### src/rtl/utf8_text_cell_placer_top_macros.svh
// assertion macros for the utf8 text cell placer
// used by utf8_text_cell_placer_top; no other dependencies
`ifndef UTF8_TEXT_CELL_PLACER_TOP_MACROS_SVH
`define UTF8_TEXT_CELL_PLACER_TOP_MACROS_SVH

// same-cycle implication, disabled during reset
`define UTCP_ASSERT_NOW(label, clk, rst_n, ante, cons, msg) \
    label: assert property (@(posedge clk) disable iff (!rst_n) (ante) |-> (cons)) \
        else $error(msg);

// next-cycle implication, disabled during reset
`define UTCP_ASSERT_NEXT(label, clk, rst_n, ante, cons, msg) \
    label: assert property (@(posedge clk) disable iff (!rst_n) (ante) |=> (cons)) \
        else $error(msg);

`endif

### src/rtl/utcp_pkg.sv
// shared types, constants and decode helpers for the utf8 text cell placer
// no dependencies
`default_nettype none

package utcp_pkg;

    localparam int MAX_COLUMNS = 16;
    localparam int MAX_ROWS    = 8;

    localparam int COLS_W  = 5;
    localparam int ROWS_W  = 4;
    localparam int SCOL_W  = 4;
    localparam int SROW_W  = 3;
    localparam int BYTE_W  = 8;
    localparam int CELL_W  = 7;
    localparam int GLYPH_W = 16;
    localparam int ACC_W   = 32;
    localparam int LEFT_W  = 3;
    localparam int COL_W   = 5;
    localparam int ROW_W   = 3;
    localparam int CFG_IDX_W  = 1;
    localparam int CFG_DATA_W = 5;

    localparam logic [COLS_W-1:0] COLS_RESET = 5'd12;
    localparam logic [ROWS_W-1:0] ROWS_RESET = 4'd2;

    localparam logic [ACC_W-1:0] GLYPH_BASE = 32'h0000_0020;
    localparam logic [ACC_W-1:0] CODE_MAX   = 32'h0000_FFFF;

    typedef enum logic [CFG_IDX_W-1:0] {
        CFG_TEXT_COLUMNS = 1'b0,
        CFG_TEXT_ROWS    = 1'b1
    } t_cfg_index;

    typedef struct packed {
        logic              start_req;
        logic [SCOL_W-1:0] start_column;
        logic [SROW_W-1:0] start_row;
        logic [BYTE_W-1:0] data_byte;
    } t_item;

    typedef struct packed {
        logic               write_valid;
        logic [CELL_W-1:0]  cell_index;
        logic [GLYPH_W-1:0] glyph_code;
        logic               ended;
    } t_result;

    // screen size after clamping to the supported maximum
    typedef struct packed {
        logic [COLS_W-1:0] eff_columns;
        logic [ROWS_W-1:0] eff_rows;
    } t_cfg;

    function automatic logic [LEFT_W-1:0] trailing_count(input logic [BYTE_W-1:0] b);
        logic [LEFT_W-1:0] n;
        if (b >= 8'hFC)      n = 3'd5;
        else if (b >= 8'hF8) n = 3'd4;
        else if (b >= 8'hF0) n = 3'd3;
        else if (b >= 8'hE0) n = 3'd2;
        else if (b >= 8'hC0) n = 3'd1;
        else                 n = 3'd0;
        return n;
    endfunction

    // offset left behind by the lead-byte marker bits of each length
    function automatic logic [ACC_W-1:0] len_offset(input logic [LEFT_W-1:0] cls);
        logic [ACC_W-1:0] v;
        case (cls)
            3'd1:    v = 32'h0000_3080;
            3'd2:    v = 32'h000E_2080;
            3'd3:    v = 32'h03C8_2080;
            3'd4:    v = 32'hFA08_2080;
            3'd5:    v = 32'h8208_2080;
            default: v = '0;
        endcase
        return v;
    endfunction

endpackage

`default_nettype wire

### src/rtl/utcp_core.sv
// utf8 decode and cell placement for one byte, plus the string state
// depends on utcp_pkg
`default_nettype none

module utcp_core
    import utcp_pkg::*;
(
    input  wire logic  i_clk,
    input  wire logic  i_rst_n,
    input  wire logic  i_advance,
    input  wire t_item i_item,
    input  wire t_cfg  i_cfg,
    output t_result    o_result
);

    logic              r_active,  n_active;
    logic [COL_W-1:0]  r_col,     n_col;
    logic [ROW_W-1:0]  r_row,     n_row;
    logic [ACC_W-1:0]  r_acc,     n_acc;
    logic [LEFT_W-1:0] r_left,    n_left;
    logic [LEFT_W-1:0] r_class,   n_class;

    logic             go;
    logic             finish;
    logic             bad_start;
    logic [ACC_W-1:0] code;
    logic [7:0]       cell_addr;
    t_result          res;

    always_comb begin
        n_active = r_active;
        n_col    = r_col;
        n_row    = r_row;
        n_acc    = r_acc;
        n_left   = r_left;
        n_class  = r_class;
        res      = '0;
        finish   = 1'b0;
        go       = r_active;

        bad_start = ({1'b0, i_item.start_column} >= i_cfg.eff_columns)
                 || ({1'b0, i_item.start_row} >= i_cfg.eff_rows);

        if (i_item.start_req) begin
            // a start drops any partial character
            n_left  = '0;
            n_class = '0;
            n_acc   = '0;
            if (bad_start) begin
                n_active  = 1'b0;
                res.ended = 1'b1;
                go        = 1'b0;
            end else begin
                n_active = 1'b1;
                n_col    = {1'b0, i_item.start_column};
                n_row    = i_item.start_row;
                go       = 1'b1;
            end
        end

        if (go) begin
            if (n_left != '0) begin
                // trailing byte, taken raw
                n_acc  = (n_acc << 6) + ACC_W'(i_item.data_byte);
                n_left = n_left - 3'd1;
                finish = (n_left == '0);
            end else if (i_item.data_byte == '0 || n_col >= i_cfg.eff_columns) begin
                n_active  = 1'b0;
                res.ended = 1'b1;
            end else begin
                n_acc   = ACC_W'(i_item.data_byte);
                n_class = trailing_count(i_item.data_byte);
                n_left  = n_class;
                finish  = (n_left == '0);
            end
        end

        code      = n_acc - len_offset(n_class);
        cell_addr = 8'(n_row) * 8'(i_cfg.eff_columns) + 8'(n_col);

        if (finish) begin
            res.write_valid = 1'b1;
            res.cell_index  = cell_addr[CELL_W-1:0];
            if (code < GLYPH_BASE || code > CODE_MAX) begin
                res.glyph_code = '0;
            end else begin
                res.glyph_code = GLYPH_W'(code - GLYPH_BASE);
            end
            n_col  = n_col + 5'd1;
            n_left = '0;
        end
    end

    always_ff @(posedge i_clk) begin
        if (!i_rst_n) begin
            r_active <= 1'b0;
            r_col    <= '0;
            r_row    <= '0;
            r_acc    <= '0;
            r_left   <= '0;
            r_class  <= '0;
        end else if (i_advance) begin
            r_active <= n_active;
            r_col    <= n_col;
            r_row    <= n_row;
            r_acc    <= n_acc;
            r_left   <= n_left;
            r_class  <= n_class;
        end
    end

    assign o_result = res;

endmodule

`default_nettype wire

### config.mk
export PLATFORM = sky130hd
export DESIGN_NAME = utcp_core
export DESIGN_NICKNAME = d
export VERILOG_FILES = /design/src/rtl/utf8_text_cell_placer_top_macros.svh /design/src/rtl/utcp_pkg.sv /design/src/rtl/utcp_core.sv
export SDC_FILE = /design/constraint.sdc
export NUM_CORES = 1
export LEC_CHECK = 0
export BUFFER_PORTS_ARGS = -buffer_cell sky130_fd_sc_hd__buf_2
export CELL_PAD_IN_SITES_DETAIL_PLACEMENT = 1
export CELL_PAD_IN_SITES_GLOBAL_PLACEMENT = 1
export CORE_ASPECT_RATIO = 1.2
export CORE_UTILIZATION = 42
export CTS_CLUSTER_DIAMETER = 200
export CTS_CLUSTER_SIZE = 25
export DETAILED_ROUTE_END_ITERATION = 6
export PLACE_DENSITY_LB_ADDON = 0.12
export SLEW_MARGIN = 20
export SYNTH_ARGS = -nofsm -noshare
export SYNTH_HDL_FRONTEND = slang
export SYNTH_SLANG_ARGS = --single-unit
### constraint.sdc
create_clock -name i_clk -period 8.6 [get_ports i_clk]
set_input_delay 0.43 -clock i_clk [delete_from_list [all_inputs] [get_ports i_clk]]
set_output_delay 0.43 -clock i_clk [all_outputs]
set_load 0.005 [all_outputs]
==> results.toml, run 1 <==
[status]
status = "completed"

[die]
die-height_microns = 131
num_rows = 46
start_util_pct = 43.5
fp.dieArea_sq_mm = 0.0143
fp.dieW_microns = 109
core_area_sq_mm = 0.0134
io_pins = 53

[power_and_ir_drop]
power_frac_comb_pct = 46.3
power_frac_seq_pct = 27.9
cellPowerDensity_mw_per_mm2 = 139
p_int_mw = 0.515
swShare_pct = 40.6
cellLeakagePower_nw = 2.64
vdd_drop_max_v = 0.0000768
power_mw = 0.867
p_clk_share_pct = 25.8
power.net_switching_mw = 0.352

[setup_path]
cp.arrival_ns = 7.61
rrSetupSlack_ns = 4.84
critPathMaxFanout = 16
worstSetupPathType = "input port to output port"
cp.required_ns = 8.17
cp-end-kind = "output port"
critPathLaunch = "i_item[11]"
worstReg2RegStart = "r_acc[0]"
slowest_stage = "or4_4"
crit_path_start_kind = "input port"
crit_family = "compound AO/OA/AOI/OAI gates"
crit_path_frequent_cell = "ha_1"
crit_buf_inv = 4
critPathMaxStageDelay_ns = 0.70

[synthesis]
ys_types = 93
synth-main-ff-cell = "dfxtp_1"
synth.area.mux_share_pct = 2.11
seq_area_frac_synth_pct = 16.2
syn-cell-area_sq_mm = 0.00581
synth-xor-area-share_pct = 6.01
synth_top_family_by_area = "simple AND/OR/NAND/NOR gates"
synth-edff-count = 0
synth_compound_area_share_pct = 26.3
syn_nets = 866
synth.top_cells.by_area = "dfxtp_1, ha_1, nor2_1"
yosys.area_share.simple_pct = 29.4
synth.avg_cell_area_sq_um = 7.39
synth_warnings = 0
synth_top_area_share_pct = 16.2
synth.ff_latch_count = 47
synth_top_area_cell = "dfxtp_1"
syn_inst = 786
async_flop_share_pct = 0
synth_fa_ha_area_share_pct = 12.2

[sta]
fin_crit_ns = 8.04
final.setup.tns_ns = 0
report.final.slew_viol_count = 0
setup_viol = 0
max-slew-margin-rel_pct = 37.1
min_period_over_period_pct = 93.4
clock.fmax_ghz = 0.124
finalHoldViolations = 0
worst_pin_slew_ns = 0.942
skew_ns = 0.00687
finalHoldWorstSlack_ns = 0.388
rsz0062_at_grt = "false"

[clocking]
cts_buffer_depth = 2
cts_buffers = 5
post_cts_resized = 0
post-cts-setup-buffers = 0
cts-root-buf = "clkbuf_16"
cts.sinks = 47
insertion_delay_ns = 0.29
cts_hold_buffers = 0
path_clk_slew_ns = 0.07
cts_tree = "yes"
cts-htree-levels = 2

[route]
drt_iter0_markers = 440
dr_wl_met3_microns = 958
drc_errors = 0
vias_per_cell = 6.31
drtPass1Iterations = 5
routedWlPerCell_microns = 21.3
m1WireLength_microns = 8720
ant_nets = 0
num_vias = 6181
wirelength_microns = 20900
highest_layer = "met4"
wl_met2_microns = 10400

[cells_and_area]
final_core_util_pct = 46.8
final_cell_mix = "nor2_1, nand2_1, a21oi_1, buf_2, dfxtp_1"
antennaDiodeCount = 0
finalNetCount = 892
areaGrowthSynthToFinish_pct = 7.61
mostFrequentLayoutCell = "nor2_1"
final_layout_size_suffix_gt1_share_pct = 16.1
fillCellCount = 1735
finish.instance_area_sq_mm = 0.00625

[min_path]
min_path_type = "input port to flop"
worstHoldStart = "i_rst_n"

[global_routing]
grt_pass1_wl_microns = 33600
grt_max_degree = 48
overflow = 0
grt_pass1_vias = 6319
antenna_found_initial = 0
gr-usage-all-layers_pct = 30.4

[flow_run]
maxCapViolations = 0

[placement]
hpwl_microns = 16200
dpl-instance-area_sq_mm = 0.00608
portBuffers = 52
place_congestion = 0.920
cells in the mapped netlist, types with 16 or more instances:
cell and n:
a21oi_1 52, clkbuf_1 27, dfxtp_1 47, ha_1 44, inv_1 45, nand2_1 85
nand3_1 28, nor2_1 96, nor3_1 21, o21ai_0 28, xnor2_1 22, xor2_1 16
power groups by stage:
| stage | sequential, mW | clock, mW | combinational [mW] |
|---|---|---|---|
| after floorplan | 0.239 | 0 | 0.299 |
| after global placement | 0.245 | 0 | 0.379 |
| after detailed placement | 0.246 | 0 | 0.396 |
| after CTS | 0.241 | 0.231 | 0.398 |
| after global routing | 0.243 | 0.235 | 0.440 |
| final | 0.242 | 0.224 | 0.401 |
area by class of cell:
cell class | count | area [sq um] | area share (%)
Tap cell | 168 | 210 | 3.36
Clock buffer | 5 | 125 | 2.00
Sequential cell | 47 | 941 | 15.1
Clock inverter | 2 | 37.5 | 0.601
Inverter | 46 | 173 | 2.76
Multi-Input combinational cell | 650 | 4430 | 70.8
Timing Repair Buffer | 62 | 335 | 5.37
routing by layer:
metal | global-route usage (%) | vias up
li1 | - | 2910
met4 | 13.1 | 0
met3 | 3.67 | 56
met2 | 54.1 | 199
met1 | 36.6 | 3016
met5 | 0 | -
cell families after synthesis:
logic type	after synthesis
DFF	47
xor gates and xnor gates	39
adders and majority gates	52
muxes	12
buffers and inverters	89
AOI/OAI and AO/OA	209
and+or+nand+nor	338
sequential cells by signal, indices dropped and copies added (netlist names):
name      cells
r_row         3
r_acc        32
r_left        3
r_col         5
r_active      1
r_class       3
metrics by stage:
step,instances,setup WS [ns]
floorplan,786,1.53
global placement,973,0.542
detailed placement,973,0.303
CTS,980,0.277
global route,980,0.0835
finish,980,0.565
worst reg2reg max path: stages, from the launching register on:
cell and delay [ns]:
dfxtp_1 0.36, nor2b_1 0.17, ha_1 0.19, inv_1 0.06, fa_1 0.48, nand3b_2 0.36
nor3_1 0.33, nand2_1 0.14, or4b_2 0.72, nor2_1 0.17, xnor2_1 0.07, o21ai_0 0.38
mux2i_1 0.15, nor2_1 0.11
path summary, 6_finish.rpt:
kind / end / cells after the start
worst max-delay path: o_result[3] / 30
worst min-delay path: r_acc[23] / 2
worst max register to register: r_acc[24] / 13
worst min register to register: r_left[0] / 2
Power figures use the tool's default switching activity.
==> inputs of run 2 (changes only) <==
- CAP_MARGIN: not set -> 30
- clock period: 8.6 -> 7.7 ns (I/O delays scaled with it)
==> run 2 against run 1 <==
Compared with the run above:
- sequential power up 11%
- clock power rose by 30%
- die area unchanged
- clock skew increased by 0.0037 ns
- global-route usage is 0.36 points lower
- hold slack got worse by 0.056 ns
- clock-buffer cell count rose by 1
- design area grew 3.2%
- core utilization is 1.5 points higher
- via count grew 0.84%
- largest cell class unchanged
==> results.toml, run 2 (synthesis gave the netlist of run 1 again) <==
[cells_and_area]
finish.instance_area_sq_mm = 0.00645
reg_top3 = "r_acc x32, r_col x5"
finalNetCount = 907
final_cell_mix = "nor2_1, nand2_1, buf_2"
final_layout_size_suffix_gt1_share_pct = 18.6
final_core_util_pct = 48.3
mostFrequentLayoutCell = "nor2_1"
antennaDiodeCount = 0
areaGrowthSynthToFinish_pct = 11.1
largest_register_ffs = 32
regMostFlops = "r_acc"

[route]
drtPass1Iterations = 5
ant_nets = 0
drc_errors = 0
routedWlPerCell_microns = 21.2
drt_iter0_markers = 371
wirelength_microns = 21100
num_vias = 6233
vias_per_cell = 6.26

[setup_path]
cp.arrival_ns = 6.99
crit_path_start_kind = "input port"
worst-path-stages = 29
slowest_stage = "o211ai_2"
crit_family = "compound AO/OA/AOI/OAI gates"
cp-end-kind = "output port"
crit_buf_inv = 6
worstSetupPathType = "input port to output port"
critPathMaxStageDelay_ns = 0.55
rr_worst_depth = 13
cp.required_ns = 7.32
critPathMaxFanout = 16
crit_path_frequent_cell = "ha_1"

[clocking]
cts_buffer_depth = 2
cts.sinks = 47
cts_tree = "yes"
cts-htree-levels = 2
cts_buffers = 5
path_clk_slew_ns = 0.08
cts-root-buf = "clkbuf_16"
insertion_delay_ns = 0.30

[die]
io_pins = 53
core_area_sq_mm = 0.0134
start_util_pct = 43.5
fp.dieArea_sq_mm = 0.0143
fp.dieW_microns = 109
num_rows = 46
die-height_microns = 131

[flow_run]
maxCapViolations = 0

[min_path]
min_path_type = "input port to flop"
hold_depth = 2

[global_routing]
grt_pass1_wl_microns = 32900
grt_max_degree = 48
antenna_found_initial = 0
overflow = 0
grt.met2_usage_pct = 54.2
busiest_layer = "met2"
use_met1_pct = 36.2
grt_pass1_vias = 6302
gr-usage-all-layers_pct = 30.0
grtUsageMet3_pct = 2.38

[placement]
place_congestion = 0.909
post-place-ws_ns = -0.0502
hpwl_microns = 16300
portBuffers = 52
dpl-instance-area_sq_mm = 0.00614

[sta]
skew_ns = 0.0106
worst_pin_slew_ns = 0.821
min_period_over_period_pct = 95.7
report.final.slew_viol_count = 0
max-slew-margin-rel_pct = 44.4
clock.fmax_ghz = 0.136
setup_viol = 0
finalHoldViolations = 0
worst_slack_ns = 0.328
fin_crit_ns = 7.37

[status]
status = "completed"

[power_and_ir_drop]
vdd_drop_max_v = 0.000108
cellPowerDensity_mw_per_mm2 = 161
cellLeakagePower_nw = 2.73
run 2: cell count changes in the layout (fill, tap and decap cells not counted), sizes merged:
cell / previous run / this run
clkbuf: 5 / 6
or4: 5 / 6
bufinv: 1 / 2
buf: 62 / 76
clkinvlp: 1 / 0
run 2: what timing repair did:
item | CTS | global route
pin swaps | 0 | 3
hold buffers | 0 | 0
endpoints found under the setup margin | 16 | 16
setup buffers | 0 | 3
cloned | 0 | 1
gates resized for setup | 1 | 11
run 2: path summary, 6_finish.rpt:
path / from / slack, ns / end
setup / recovery: i_item[11] / 0.33 / o_result[3]
hold / removal: i_rst_n / 0.33 / r_acc[23]
setup reg to reg: r_acc[0] / 4.05 / r_acc[24]
hold reg to reg: r_left[0] / 0.46 / r_left[0]
run 2: per-stage QoR:
step           total power, mW  instances  setup TNS, ns  hold WS, ns
6_report                  1.04        996              0        0.332
5_1_grt                   1.09        996        -0.0241        0.343
4_1_cts                   1.02        990              0        0.335
3_5_place_dp             0.728        982         -0.307        0.453
3_3_place_gp             0.708        981              0        0.452
2_1_floorplan            0.601        786              0        0.441
run 2: layout make-up:
cell class | instances | area, sq um
multi-input cells | 651 | 4480
clock buffers | 6 | 129
well taps | 168 | 210
fillers | 1741 | 6910
repair buffers | 76 | 454
inverters | 46 | 173
clock inverters | 2 | 60.1
flip-flops and latches | 47 | 941
run 2: per-layer routing:
| layer | vias up | share of wire, % |
|---|---|---|
| li1 | 2943 | - |
| met1 | 3060 | 42 |
| met2 | 185 | 51 |
| met3 | 45 | 3.6 |
| met4 | 0 | 3.7 |
| met5 | - | 0 |
run 2: report_power, final:
group	total, mW	switching [mW]	internal (mW)
sequential	0.269	0.0148	0.255
clock	0.292	0.105	0.187
combinational	0.475	0.293	0.183
==> inputs of run 3 (changes only) <==
--- a/config.mk
+++ b/config.mk
@@ -17,2 +17,3 @@
 export PLACE_DENSITY_LB_ADDON = 0.12
+export SETUP_SLACK_MARGIN = 0.1
 export SLEW_MARGIN = 20
==> constraint.sdc (replaced) <==
create_clock -name i_clk -period 7.7 [get_ports i_clk]
set_input_delay 0.77 -clock i_clk [delete_from_list [all_inputs] [get_ports i_clk]]
set_output_delay 0.77 -clock i_clk [all_outputs]
set_load 0.005 [all_outputs]
==> run 3 against run 2 <==
Compared with the run above:
- clock skew is 0.0041 ns lower
- wire length is 4.6% higher
- hold slack better by 0.13 ns
- via count is 2.7% higher
- register-to-register slack worse by 0.02 ns
- core utilization is 4.9 points higher
- sequential cell count stayed put
- first-iteration DRC count is 5.7% lower
- design area is 10% higher
- highest routed layer unchanged
- worst setup slack worse by 0.13 ns
- sequential power hardly changed
==> results.toml, run 3 (synthesis gave the netlist of run 1 again) <==
[status]
status = "completed"

[cells_and_area]
fin_cells = 1040
largest_register_ffs = 32
antennaDiodeCount = 0
reg_top3 = "r_acc x32, r_col x5"
final_cell_mix = "nor2_1, nand2_1, buf_4"
mostFrequentLayoutCell = "nor2_1"
final_layout_size_suffix_gt1_share_pct = 27.8
multi_input_area_sq_mm = 0.00478
finalNetCount = 952
fillCellCount = 1705
regMostFlops = "r_acc"
area.sequential_sq_um = 941
areaGrowthSynthToFinish_pct = 22.3

[clocking]
cts.sinks = 47
cts-htree-levels = 2
cts-root-buf = "clkbuf_16"
cts_buffer_depth = 2
path_clk_slew_ns = 0.07
cts_tree = "yes"
insertion_delay_ns = 0.29
cts_buffers = 5
cts_hold_buffers = 0

[sta]
final.setup.tns_ns = 0
finalHoldWorstSlack_ns = 0.464
rsz0062_at_grt = "true"
min_period_over_period_pct = 97.5
worst_pin_slew_ns = 0.938
clock.fmax_ghz = 0.133
setup_viol = 0
skew_ns = 0.00652
finalHoldViolations = 0
max-slew-margin-rel_pct = 37.5
fin_crit_ns = 7.51
report.final.slew_viol_count = 0

[min_path]
worstHoldStart = "r_left[0]"
hold_depth = 2
worstHoldEndpoint = "r_left[0]"
min_path_type = "flop to flop"

[route]
ant_nets = 0
drtPass1Iterations = 4
num_vias = 6402
wirelength_microns = 22100
vias_per_cell = 6.16
drt_iter0_markers = 350
drc_errors = 0
routedWlPerCell_microns = 21.2

[die]
core_area_sq_mm = 0.0134
start_util_pct = 43.5
fp.dieArea_sq_mm = 0.0143
num_rows = 46
fp.dieW_microns = 109
io_pins = 53
die-height_microns = 131

[setup_path]
crit_path_start_kind = "input port"
cp.arrival_ns = 6.74
r2r_end = "r_acc[24]"
critPathMaxStageDelay_ns = 0.57
rrSetupSlack_ns = 4.03
crit_path_frequent_cell = "a21o_1"
cp-end-kind = "output port"
rr_worst_depth = 13
worstReg2RegStart = "r_acc[0]"
cp.required_ns = 6.93
worstSetupPathType = "input port to output port"
slowest_stage = "or4_4"
critPathMaxFanout = 8

[global_routing]
overflow = 0
antenna_found_initial = 0
grt_pass1_wl_microns = 33800
grt_max_degree = 48
grt_pass1_vias = 6534
gr-usage-all-layers_pct = 30.9

[placement]
place_congestion = 0.904
dp_cells = 1014
portBuffers = 52
hpwl_microns = 16700

[flow_run]
maxCapViolations = 0

[power_and_ir_drop]
vdd_drop_max_v = 0.0000824
cellPowerDensity_mw_per_mm2 = 146
cellLeakagePower_nw = 3.02
[run 3: changes by cell type in the layout (fill, tap and decap cells not counted), moves of 4 or more]
cell / delta
ha_4: +7
inv_1: -5
ha_1: -7
a21oi_2: +4
nor3_1: -4
inv_2: +4
a21oi_1: -5
buf_4: +44
o21ai_0: -4
[run 3: worst max path at each step]
stage                     cells past startpoint           end  slack, ns       start
final                                        29   o_result[1]       0.19  i_item[11]
after global routing                         31  o_result[16]      -0.04  i_item[11]
after CTS                                    32   o_result[2]       0.10  i_item[11]
after detailed placement                     31  o_result[16]      -0.26  i_item[11]
after global placement                       32   o_result[2]      0.009  i_item[11]
after floorplan                              31  o_result[10]       0.12  i_item[11]
[run 3: what timing repair did]
item                       4_1_cts  5_1_grt
gates resized for setup         32       46
setup endpoints to repair       16       16
cloned                           1        0
pin swaps                       11       34
setup buffers                    8       10
[run 3: report_power, final]
part / switching, mW / total (mW) / internal, mW
Sequential: 0.0158 / 0.271 / 0.255
Clock: 0.101 / 0.229 / 0.127
Combinational: 0.312 / 0.540 / 0.228
Total: 0.430 / 1.04 / 0.610
[run 3: layout make-up]
| type | count | share of cell area, % |
|---|---|---|
| Multi-Input combinational cell | 650 | 67.3 |
| Sequential cell | 47 | 13.3 |
| Tap cell | 168 | 2.96 |
| Clock buffer | 6 | 1.96 |
| Timing Repair Buffer | 122 | 12.0 |
| Clock inverter | 1 | 0.0705 |
| Inverter | 46 | 2.47 |
[run 3: worst max-delay path, delay by kind of cell]
family	cells	cell delay [ns]
buffers and inverters	8	0.96
AO/OA/AOI/OAI	10	2.19
multiplexers	2	0.65
AND/OR/NAND/NOR	6	1.44
adder cells (fa/ha/maj)	3	0.71
[run 3: stage by stage]
| stage | utilization, % | power (mW) | setup WS [ns] | instance area, sq um |
|---|---|---|---|---|
| after floorplan | - | 0.602 | 0.117 | 5820 |
| after global placement | 48.0 | 0.733 | 0.00905 | 6410 |
| after CTS | 51.0 | 1.01 | 0.100 | 6810 |
| final | 53.2 | 1.04 | 0.195 | 7100 |
| after global routing | 53.2 | 1.10 | -0.0445 | 7100 |
| after detailed placement | 48.0 | 0.751 | -0.264 | 6410 |
[run 3: layer usage]
metal  wire (microns)  GRT usage (%)
met5                0              0
met4              749           12.3
met3              761           2.83
met2            11500           57.4
met1             9050           36.1
